### src/rtl/core/smpp_pkg.sv
// Package for the signed message payload parser: parse phases, result
// kinds, verdict codes, byte tags and the state and result records.
// No dependencies.
`default_nettype none

package smpp_pkg;

  // Payload layout
  localparam logic [6:0]  MIN_PAYLOAD  = 7'd93;
  localparam logic [15:0] HASH_LAST    = 16'd15;   // last offset of the 16-byte hash
  localparam logic [15:0] SIG_LAST     = 16'd63;   // last offset of the 64-byte signature
  localparam logic [15:0] TS_LAST      = 16'd7;    // last offset of the 8-byte timestamp

  // MessagePack tags
  localparam logic [3:0]  FIXARRAY_HI  = 4'h9;
  localparam logic [3:0]  MIN_ENTRIES  = 4'd3;
  localparam logic [7:0]  TAG_FLOAT64  = 8'hCB;
  localparam logic [2:0]  FIXSTR_HI    = 3'b101;
  localparam logic [7:0]  TAG_STR8     = 8'hD9;
  localparam logic [7:0]  TAG_STR16    = 8'hDA;
  localparam logic [7:0]  TAG_BIN8     = 8'hC4;
  localparam logic [7:0]  TAG_BIN16    = 8'hC5;

  // Parse phases; order matters for the truncation verdict
  typedef enum logic [3:0] {
    PH_HASH     = 4'd0,
    PH_SIG      = 4'd1,
    PH_ARRAY    = 4'd2,
    PH_TSTAG    = 4'd3,
    PH_TS       = 4'd4,
    PH_T_TAG    = 4'd5,
    PH_T_LEN8   = 4'd6,
    PH_T_LENHI  = 4'd7,
    PH_T_LENLO  = 4'd8,
    PH_T_DATA   = 4'd9,
    PH_B_TAG    = 4'd10,
    PH_B_LEN8   = 4'd11,
    PH_B_LENHI  = 4'd12,
    PH_B_LENLO  = 4'd13,
    PH_B_DATA   = 4'd14,
    PH_IDLE     = 4'd15
  } phase_t;

  typedef enum logic [2:0] {
    KIND_NONE  = 3'd0,
    KIND_HASH  = 3'd1,
    KIND_SIG   = 3'd2,
    KIND_TS    = 3'd3,
    KIND_TITLE = 3'd4,
    KIND_BODY  = 3'd5
  } kind_t;

  typedef enum logic [2:0] {
    ST_OK          = 3'd0,
    ST_SHORT       = 3'd1,
    ST_NOT_ARRAY   = 3'd2,
    ST_ARRAY_SHORT = 3'd3,
    ST_BAD_TS      = 3'd4,
    ST_BAD_TITLE   = 3'd5,
    ST_BAD_BODY    = 3'd6
  } status_t;

  typedef struct packed {
    phase_t      phase;
    logic [6:0]  byte_total;
    logic [15:0] field_offset;
    logic [15:0] remaining_length;
    logic [7:0]  length_high;
    logic [63:0] timestamp_shift;
    status_t     first_error;
  } parse_state_t;

  typedef struct packed {
    logic        emit;
    kind_t       kind;
    logic [7:0]  value_byte;
    logic [15:0] offset;
    logic [63:0] timestamp_bits;
    logic        done_res;
    status_t     status;
  } parse_result_t;

  localparam parse_state_t STATE_RESET = '{
    phase:            PH_HASH,
    byte_total:       7'd0,
    field_offset:     16'd0,
    remaining_length: 16'd0,
    length_high:      8'd0,
    timestamp_shift:  64'd0,
    first_error:      ST_OK
  };

endpackage

`default_nettype wire

### src/rtl/core/signed_message_payload_parser.sv
// Signed message payload parser, top level: input beat register, parse step,
// result register. Depends on smpp_pkg and smpp_step.
//
// Usage:
//   The slave channel takes one payload byte per beat, tlast on the final
//   byte. The master channel gives one beat per emitted field byte, per
//   completed timestamp, and one verdict beat on the final byte (tlast set,
//   status in tdata). Bytes that produce nothing give no master beat.
//   An accepted input beat passes the input register, then the result
//   register. Throughput is one byte per cycle while the receiver keeps
//   up; the single parse step between the two registers sets that figure.
//   When the receiver stalls, the result register holds and the input
//   register fills, then tready drops; no beat is lost or repeated.
//   Reset clears both registers' valid flags and returns the parser to the
//   start of a payload; the final byte of each payload does the same for
//   the parser state. Payloads follow each other with no gap.
//
`default_nettype none

module signed_message_payload_parser (
  input  wire logic        clk,
  input  wire logic        rst,
  input  wire logic        s_axis_tvalid,
  output logic             s_axis_tready,
  input  wire logic [7:0]  s_axis_tdata,   // [7:0] data_byte
  input  wire logic        s_axis_tlast,   // last_byte
  output logic             m_axis_tvalid,
  input  wire logic        m_axis_tready,
  output logic [95:0]      m_axis_tdata,   // [7:0] value_byte, [23:8] offset,
                                           // [87:24] timestamp_bits, [90:88] status,
                                           // [95:91] zero
  output logic [2:0]       m_axis_tuser,   // [2:0] kind
  output logic             m_axis_tlast    // done_res
);
  import smpp_pkg::*;

  logic          in_valid;
  logic [7:0]    in_data;
  logic          in_last;
  logic          advance;
  parse_state_t  state;
  parse_state_t  state_next;
  parse_result_t step_res;
  logic          out_valid;
  parse_result_t out_res;

  assign advance       = in_valid && (!out_valid || m_axis_tready);
  assign s_axis_tready = !in_valid || advance;

  // Hold the input beat
  always_ff @(posedge clk) begin
    if (rst) begin
      in_valid <= 1'b0;
    end else if (s_axis_tready) begin
      in_valid <= s_axis_tvalid;
    end
  end

  always_ff @(posedge clk) begin
    if (s_axis_tready && s_axis_tvalid) begin
      in_data <= s_axis_tdata;
      in_last <= s_axis_tlast;
    end
  end

  smpp_step u_step (
    .state      (state),
    .data_byte  (in_data),
    .last_byte  (in_last),
    .state_next (state_next),
    .result     (step_res)
  );

  // Advance parser state
  always_ff @(posedge clk) begin
    if (rst) begin
      state <= STATE_RESET;
    end else if (advance) begin
      state <= state_next;
    end
  end

  // Load or drain the result register
  always_ff @(posedge clk) begin
    if (rst) begin
      out_valid <= 1'b0;
    end else if (advance && step_res.emit) begin
      out_valid <= 1'b1;
    end else if (m_axis_tready) begin
      out_valid <= 1'b0;
    end
  end

  always_ff @(posedge clk) begin
    if (advance && step_res.emit) begin
      out_res <= step_res;
    end
  end

  assign m_axis_tvalid = out_valid;
  assign m_axis_tdata  = {5'd0, out_res.status, out_res.timestamp_bits,
                          out_res.offset, out_res.value_byte};
  assign m_axis_tuser  = out_res.kind;
  assign m_axis_tlast  = out_res.done_res;

endmodule

`default_nettype wire

### src/rtl/core/smpp_step.sv
// One parse step: next parser state and result for one payload byte.
// Purely combinational. Depends on smpp_pkg.
`default_nettype none

module smpp_step (
  input  var smpp_pkg::parse_state_t  state,
  input  wire logic [7:0]             data_byte,
  input  wire logic                   last_byte,
  output smpp_pkg::parse_state_t      state_next,
  output smpp_pkg::parse_result_t     result
);
  import smpp_pkg::*;

  parse_state_t upd;
  logic         is_body;

  // Phase after a string header with the given length
  function automatic phase_t start_phase(input logic [15:0] len, input logic body);
    phase_t p;
    if (len == 16'd0) begin
      p = body ? PH_IDLE : PH_B_TAG;
    end else begin
      p = body ? PH_B_DATA : PH_T_DATA;
    end
    return p;
  endfunction

  assign is_body = (state.phase >= PH_B_TAG);

  // Next state
  always_comb begin
    upd = state;
    if (state.byte_total < MIN_PAYLOAD) begin
      upd.byte_total = state.byte_total + 7'd1;
    end
    case (state.phase)
      PH_HASH: begin
        upd.field_offset = state.field_offset + 16'd1;
        if (state.field_offset >= HASH_LAST) begin
          upd.field_offset = 16'd0;
          upd.phase        = PH_SIG;
        end
      end
      PH_SIG: begin
        upd.field_offset = state.field_offset + 16'd1;
        if (state.field_offset >= SIG_LAST) begin
          upd.field_offset = 16'd0;
          upd.phase        = PH_ARRAY;
        end
      end
      PH_ARRAY: begin
        if (data_byte[7:4] != FIXARRAY_HI) begin
          if (state.first_error == ST_OK) upd.first_error = ST_NOT_ARRAY;
          upd.phase = PH_IDLE;
        end else if (data_byte[3:0] < MIN_ENTRIES) begin
          if (state.first_error == ST_OK) upd.first_error = ST_ARRAY_SHORT;
          upd.phase = PH_IDLE;
        end else begin
          upd.phase = PH_TSTAG;
        end
      end
      PH_TSTAG: begin
        if (data_byte != TAG_FLOAT64) begin
          if (state.first_error == ST_OK) upd.first_error = ST_BAD_TS;
          upd.phase = PH_IDLE;
        end else begin
          upd.field_offset    = 16'd0;
          upd.timestamp_shift = 64'd0;
          upd.phase           = PH_TS;
        end
      end
      PH_TS: begin
        upd.timestamp_shift = {state.timestamp_shift[55:0], data_byte};
        upd.field_offset    = state.field_offset + 16'd1;
        if (state.field_offset >= TS_LAST) begin
          upd.field_offset = 16'd0;
          upd.phase        = PH_T_TAG;
        end
      end
      PH_T_TAG, PH_B_TAG: begin
        if (data_byte[7:5] == FIXSTR_HI) begin
          upd.field_offset     = 16'd0;
          upd.remaining_length = {11'd0, data_byte[4:0]};
          upd.phase            = start_phase({11'd0, data_byte[4:0]}, is_body);
        end else if (data_byte == TAG_STR8 || data_byte == TAG_BIN8) begin
          upd.phase = is_body ? PH_B_LEN8 : PH_T_LEN8;
        end else if (data_byte == TAG_STR16 || data_byte == TAG_BIN16) begin
          upd.phase = is_body ? PH_B_LENHI : PH_T_LENHI;
        end else begin
          if (state.first_error == ST_OK) begin
            upd.first_error = is_body ? ST_BAD_BODY : ST_BAD_TITLE;
          end
          upd.phase = PH_IDLE;
        end
      end
      PH_T_LEN8, PH_B_LEN8: begin
        upd.field_offset     = 16'd0;
        upd.remaining_length = {8'd0, data_byte};
        upd.phase            = start_phase({8'd0, data_byte}, is_body);
      end
      PH_T_LENHI, PH_B_LENHI: begin
        upd.length_high = data_byte;
        upd.phase       = is_body ? PH_B_LENLO : PH_T_LENLO;
      end
      PH_T_LENLO, PH_B_LENLO: begin
        upd.field_offset     = 16'd0;
        upd.remaining_length = {state.length_high, data_byte};
        upd.phase            = start_phase({state.length_high, data_byte}, is_body);
      end
      PH_T_DATA, PH_B_DATA: begin
        upd.field_offset     = state.field_offset + 16'd1;
        upd.remaining_length = state.remaining_length - 16'd1;
        if (state.remaining_length == 16'd1) begin
          upd.phase = is_body ? PH_IDLE : PH_B_TAG;
        end
      end
      default: begin
        // idle: drop bytes until the final one
      end
    endcase
    state_next = last_byte ? STATE_RESET : upd;
  end

  // Result
  always_comb begin
    result = '{
      emit: 1'b0, kind: KIND_NONE, value_byte: 8'd0, offset: 16'd0,
      timestamp_bits: 64'd0, done_res: 1'b0, status: ST_OK
    };
    case (state.phase)
      PH_HASH, PH_SIG: begin
        result.emit       = 1'b1;
        result.kind       = (state.phase == PH_HASH) ? KIND_HASH : KIND_SIG;
        result.value_byte = data_byte;
        result.offset     = state.field_offset;
      end
      PH_TS: begin
        if (state.field_offset >= TS_LAST) begin
          result.emit           = 1'b1;
          result.kind           = KIND_TS;
          result.timestamp_bits = upd.timestamp_shift;
        end
      end
      PH_T_DATA, PH_B_DATA: begin
        result.emit       = 1'b1;
        result.kind       = is_body ? KIND_BODY : KIND_TITLE;
        result.value_byte = data_byte;
        result.offset     = state.field_offset;
      end
      default: begin
      end
    endcase
    // Verdict on the final byte
    if (last_byte) begin
      result.emit     = 1'b1;
      result.done_res = 1'b1;
      if (upd.byte_total < MIN_PAYLOAD) begin
        result.status = ST_SHORT;
      end else if (upd.first_error != ST_OK) begin
        result.status = upd.first_error;
      end else if (upd.phase == PH_IDLE) begin
        result.status = ST_OK;
      end else if (upd.phase <= PH_ARRAY) begin
        result.status = ST_SHORT;
      end else if (upd.phase <= PH_TS) begin
        result.status = ST_BAD_TS;
      end else if (upd.phase < PH_B_TAG) begin
        result.status = ST_BAD_TITLE;
      end else begin
        result.status = ST_BAD_BODY;
      end
    end
  end

endmodule

`default_nettype wire
### config.mk
export PLATFORM = sky130hd
export DESIGN_NAME = signed_message_payload_parser
export DESIGN_NICKNAME = d
export VERILOG_FILES = /design/src/rtl/core/smpp_pkg.sv /design/src/rtl/core/signed_message_payload_parser.sv /design/src/rtl/core/smpp_step.sv
export SDC_FILE = /design/constraint.sdc
export NUM_CORES = 1
export LEC_CHECK = 0
export BUFFER_PORTS_ARGS = -buffer_cell sky130_fd_sc_hd__clkbuf_2
export CORE_ASPECT_RATIO = 0.9
export CORE_MARGIN = 8
export CORE_UTILIZATION = 59
export DETAILED_ROUTE_END_ITERATION = 8
export HOLD_SLACK_MARGIN = 0.03
export PLACE_DENSITY = 0.78
export SLEW_MARGIN = 20
export SYNTH_ARGS = -nofsm -noshare
export SYNTH_HDL_FRONTEND = slang
export SYNTH_SLANG_ARGS = --single-unit
### constraint.sdc
create_clock -name clk -period 4.7 [get_ports clk]
set_input_delay 0.94 -clock clk [delete_from_list [all_inputs] [get_ports clk]]
set_output_delay 0.94 -clock clk [all_outputs]
set_load 0.01 [all_outputs]
==> results.cfg <==
[run_status]
status = completed

[placed_design]
gp_congestion = 0.882
portBuffers = 109
place_area_mm2 = 0.0108
dpl.hpwl_um = 15400
dp_cells = 1332

[timing]
worst_pin_slew_ns = 1.06
max_slew_margin = 0.295
clock-skew-final_ns = 0.0156
setup_tns_ns = 0
max_freq_mhz = 305
timing.hold.ws_ns = 0.505
timing.final.crit_share = 0.698
rsz0062_at_grt = false
finalMaxSlewViolations = 0
final_hold_viol_count = 0
setup_viol = 0
period_needed_ns = 3.28

[cells_and_area]
regArea_mm2 = 0.00553
fin_area_mm2 = 0.0116
final_cell_mix = 217 x nor2_1, 120 x dfxtp_1, 108 x clkbuf_2
nets = 1143
fillers = 1328
instances_no_fill = 1376
area_growth_pct = 13.0
drive_above_1_share = 0.162
multiInputGateArea_mm2 = 0.00427
final_common_cell = nor2_1
diodes = 0

[pwr]
leakage_nw = 4.14
combPwrFrac = 0.044
finalPower_mw = 4.13
p_int_mw = 3.24
clkPwrFrac = 0.444
peakVddDrop_v = 0.000250
net-switching-power_uw = 889
p_seq_frac = 0.511
p_sw_frac = 0.215
p_per_area_mw_per_mm2 = 357

[global_route]
grt_pass1_wl_um = 38800
antenna_found_initial = 0
grt_usage = 0.212
grt_overflow = 0
grt_max_degree = 91
first_global_vias = 7464

[synthesis]
yosys_register_bits = 224
syn_area_mm2 = 0.0102
ys_types = 86
async_flop_share = 0
syn_avg_cell_area_um2 = 9.71
synthCells = 1055
synth_edf_count = 104
yosysWarnings = 0
ys.flop_type = dfxtp_1
yosysSeqAreaShare = 0.539

[min_path]
hp-class = reg2reg

[clock_network]
cts_setup_buffers = 0
cts.sinks = 224
path_clk_slew_ns = 0.06
hold_buffers = 0
clkLatencyLatePin_ns = 0.51
htree_levels = 1
ctsResizeCount = 0
cts-root-buf = clkbuf_16
cts_made_buffers = 24
clk_path_buf_depth = 3
cts_tree = yes

[critical_path]
cp-startpoint = state[114]$_SDFFE_PP0P_
path_max_fanout = 64
reg2reg_slack_ns = 1.42
crit_type = reg2reg
worstReg2RegEnd = state[36]$_SDFFE_PP0P_
crit_path_start_kind = flop
rr_startpoint = state[114]$_SDFFE_PP0P_
crit_arrival_ns = 3.71
crit_path_end = state[36]$_SDFFE_PP0P_
r2r_cells = 8
critPathCaptureType = flop
required_ns = 5.13

[floorplanning]
initial_utilization = 0.604
core_mm2 = 0.0169
die_h_um = 141
io_pins = 115
die_w_um = 155
fp.dieArea_mm2 = 0.0218
fp-row-count = 45

[drt]
wl_met1_um = 10700
drt-wirelength-per-cell_um = 17.3
wl_met2_um = 10600
wl_met3_um = 2000
drc = 0
wl_um = 23800
vias_per_cell = 6.00
first_pass_iters = 6
routed.top_layer = met4
drt_iter0_drc = 743
vias = 8250
antenna_left = 0

[run]
max_cap_violations = 0
## critical path, stage by stage (launching register included)
cell and delay, ns:
dfxtp_1 1.02, and2_1 0.28, o311a_4 0.26, a211o_2 0.53, inv_2 0.10, o21ai_4 0.13, buf_4 0.54, a22oi_1 0.16
nor2_1 0.14
## worst min-delay path by stage
| stage | from | endpoint | slack (ns) | depth (start not counted) |
|---|---|---|---|---|
| final | state[59]$_SDFFE_PP0P_ | state[59]$_SDFFE_PP0P_ | 0.51 | 2 |
| after global routing | state[66]$_SDFFE_PP0P_ | state[66]$_SDFFE_PP0P_ | 0.53 | 2 |
| after CTS | state[92]$_SDFFE_PP0P_ | state[92]$_SDFFE_PP0P_ | 0.51 | 2 |
| after detailed placement | state[59]$_SDFFE_PP0P_ | state[59]$_SDFFE_PP0P_ | 0.49 | 2 |
| after global placement | state[60]$_SDFFE_PP0P_ | state[60]$_SDFFE_PP0P_ | 0.48 | 2 |
| after floorplan | in_last$_DFFE_PP_ | m_axis_tlast$_DFFE_PP_ | 0.42 | 0 |
## final cells by class
class	count	area share
Timing Repair Buffer	122	0.0566
Multi-Input combinational cell	736	0.369
Inverter	15	0.00497
Tap cell	235	0.0254
Clock buffer	34	0.0578
Clock inverter	10	0.00876
Sequential cell	224	0.477
## registers in the layout (all words and copies together), names as in the netlist
register       count
in_data            8
m_axis_tvalid      1
m_axis_tlast       1
in_last            1
in_valid           1
state            118
m_axis_tuser       3
m_axis_tdata      91
## through the flow
step / setup WS (ns) / util
3_5_place_dp: 1.50 / 0.637
6_report: 1.42 / 0.683
3_3_place_gp: 1.55 / 0.637
4_1_cts: 1.47 / 0.683
2_1_floorplan: 0.622 / -
5_1_grt: 1.12 / 0.683
## routing by layer
metal | GRT usage | vias to the layer above
li1 | - | 3936
met1 | 0.303 | 3891
met2 | 0.327 | 385
met3 | 0.0367 | 38
met4 | 0.0515 | 0
met5 | 0 | -
## cell usage after synthesis, drive strengths merged (10+ instances only)
| library cell | count | area [um^2] |
|---|---|---|
| and3 | 10 | 63.8 |
| xor2 | 11 | 96.3 |
| edfxtp | 104 | 3120 |
| xnor2 | 16 | 140 |
| and2 | 30 | 188 |
| o21ai | 48 | 244 |
| dfxtp | 120 | 2400 |
| buf | 40 | 241 |
| a22oi | 87 | 653 |
| nand2 | 51 | 191 |
| a21oi | 92 | 460 |
| nor2 | 217 | 815 |
| nor4 | 11 | 81.3 |
| inv | 15 | 56.3 |
| clkbuf | 44 | 186 |
| nor3 | 22 | 120 |
## cells by family (layout without fill, tap and decap cells)
family / Yosys count / after routing / synth area share
and+or+nand+nor: 410 / 410 / 0.195
AOI/OAI and AO/OA: 286 / 286 / 0.185
DFF: 224 / 224 / 0.539
buffers and inverters: 99 / 181 / 0.0473
xor gates and xnor gates: 27 / 27 / 0.0231
adders and majority gates: 7 / 7 / 0.00855
other: 1 / 5 / 0.000366
muxes: 1 / 1 / 0.000977
## power groups by stage
stage / Clock (mW) / Combinational [mW] / Sequential, mW
finish: 1.84 / 0.183 / 2.11
global route: 1.95 / 0.199 / 2.12
detailed placement: 0 / 0.184 / 2.15
floorplan: 0 / 0.108 / 2.16
CTS: 1.87 / 0.185 / 2.11
global placement: 0 / 0.183 / 2.15
(Power assumes the default switching activity.)
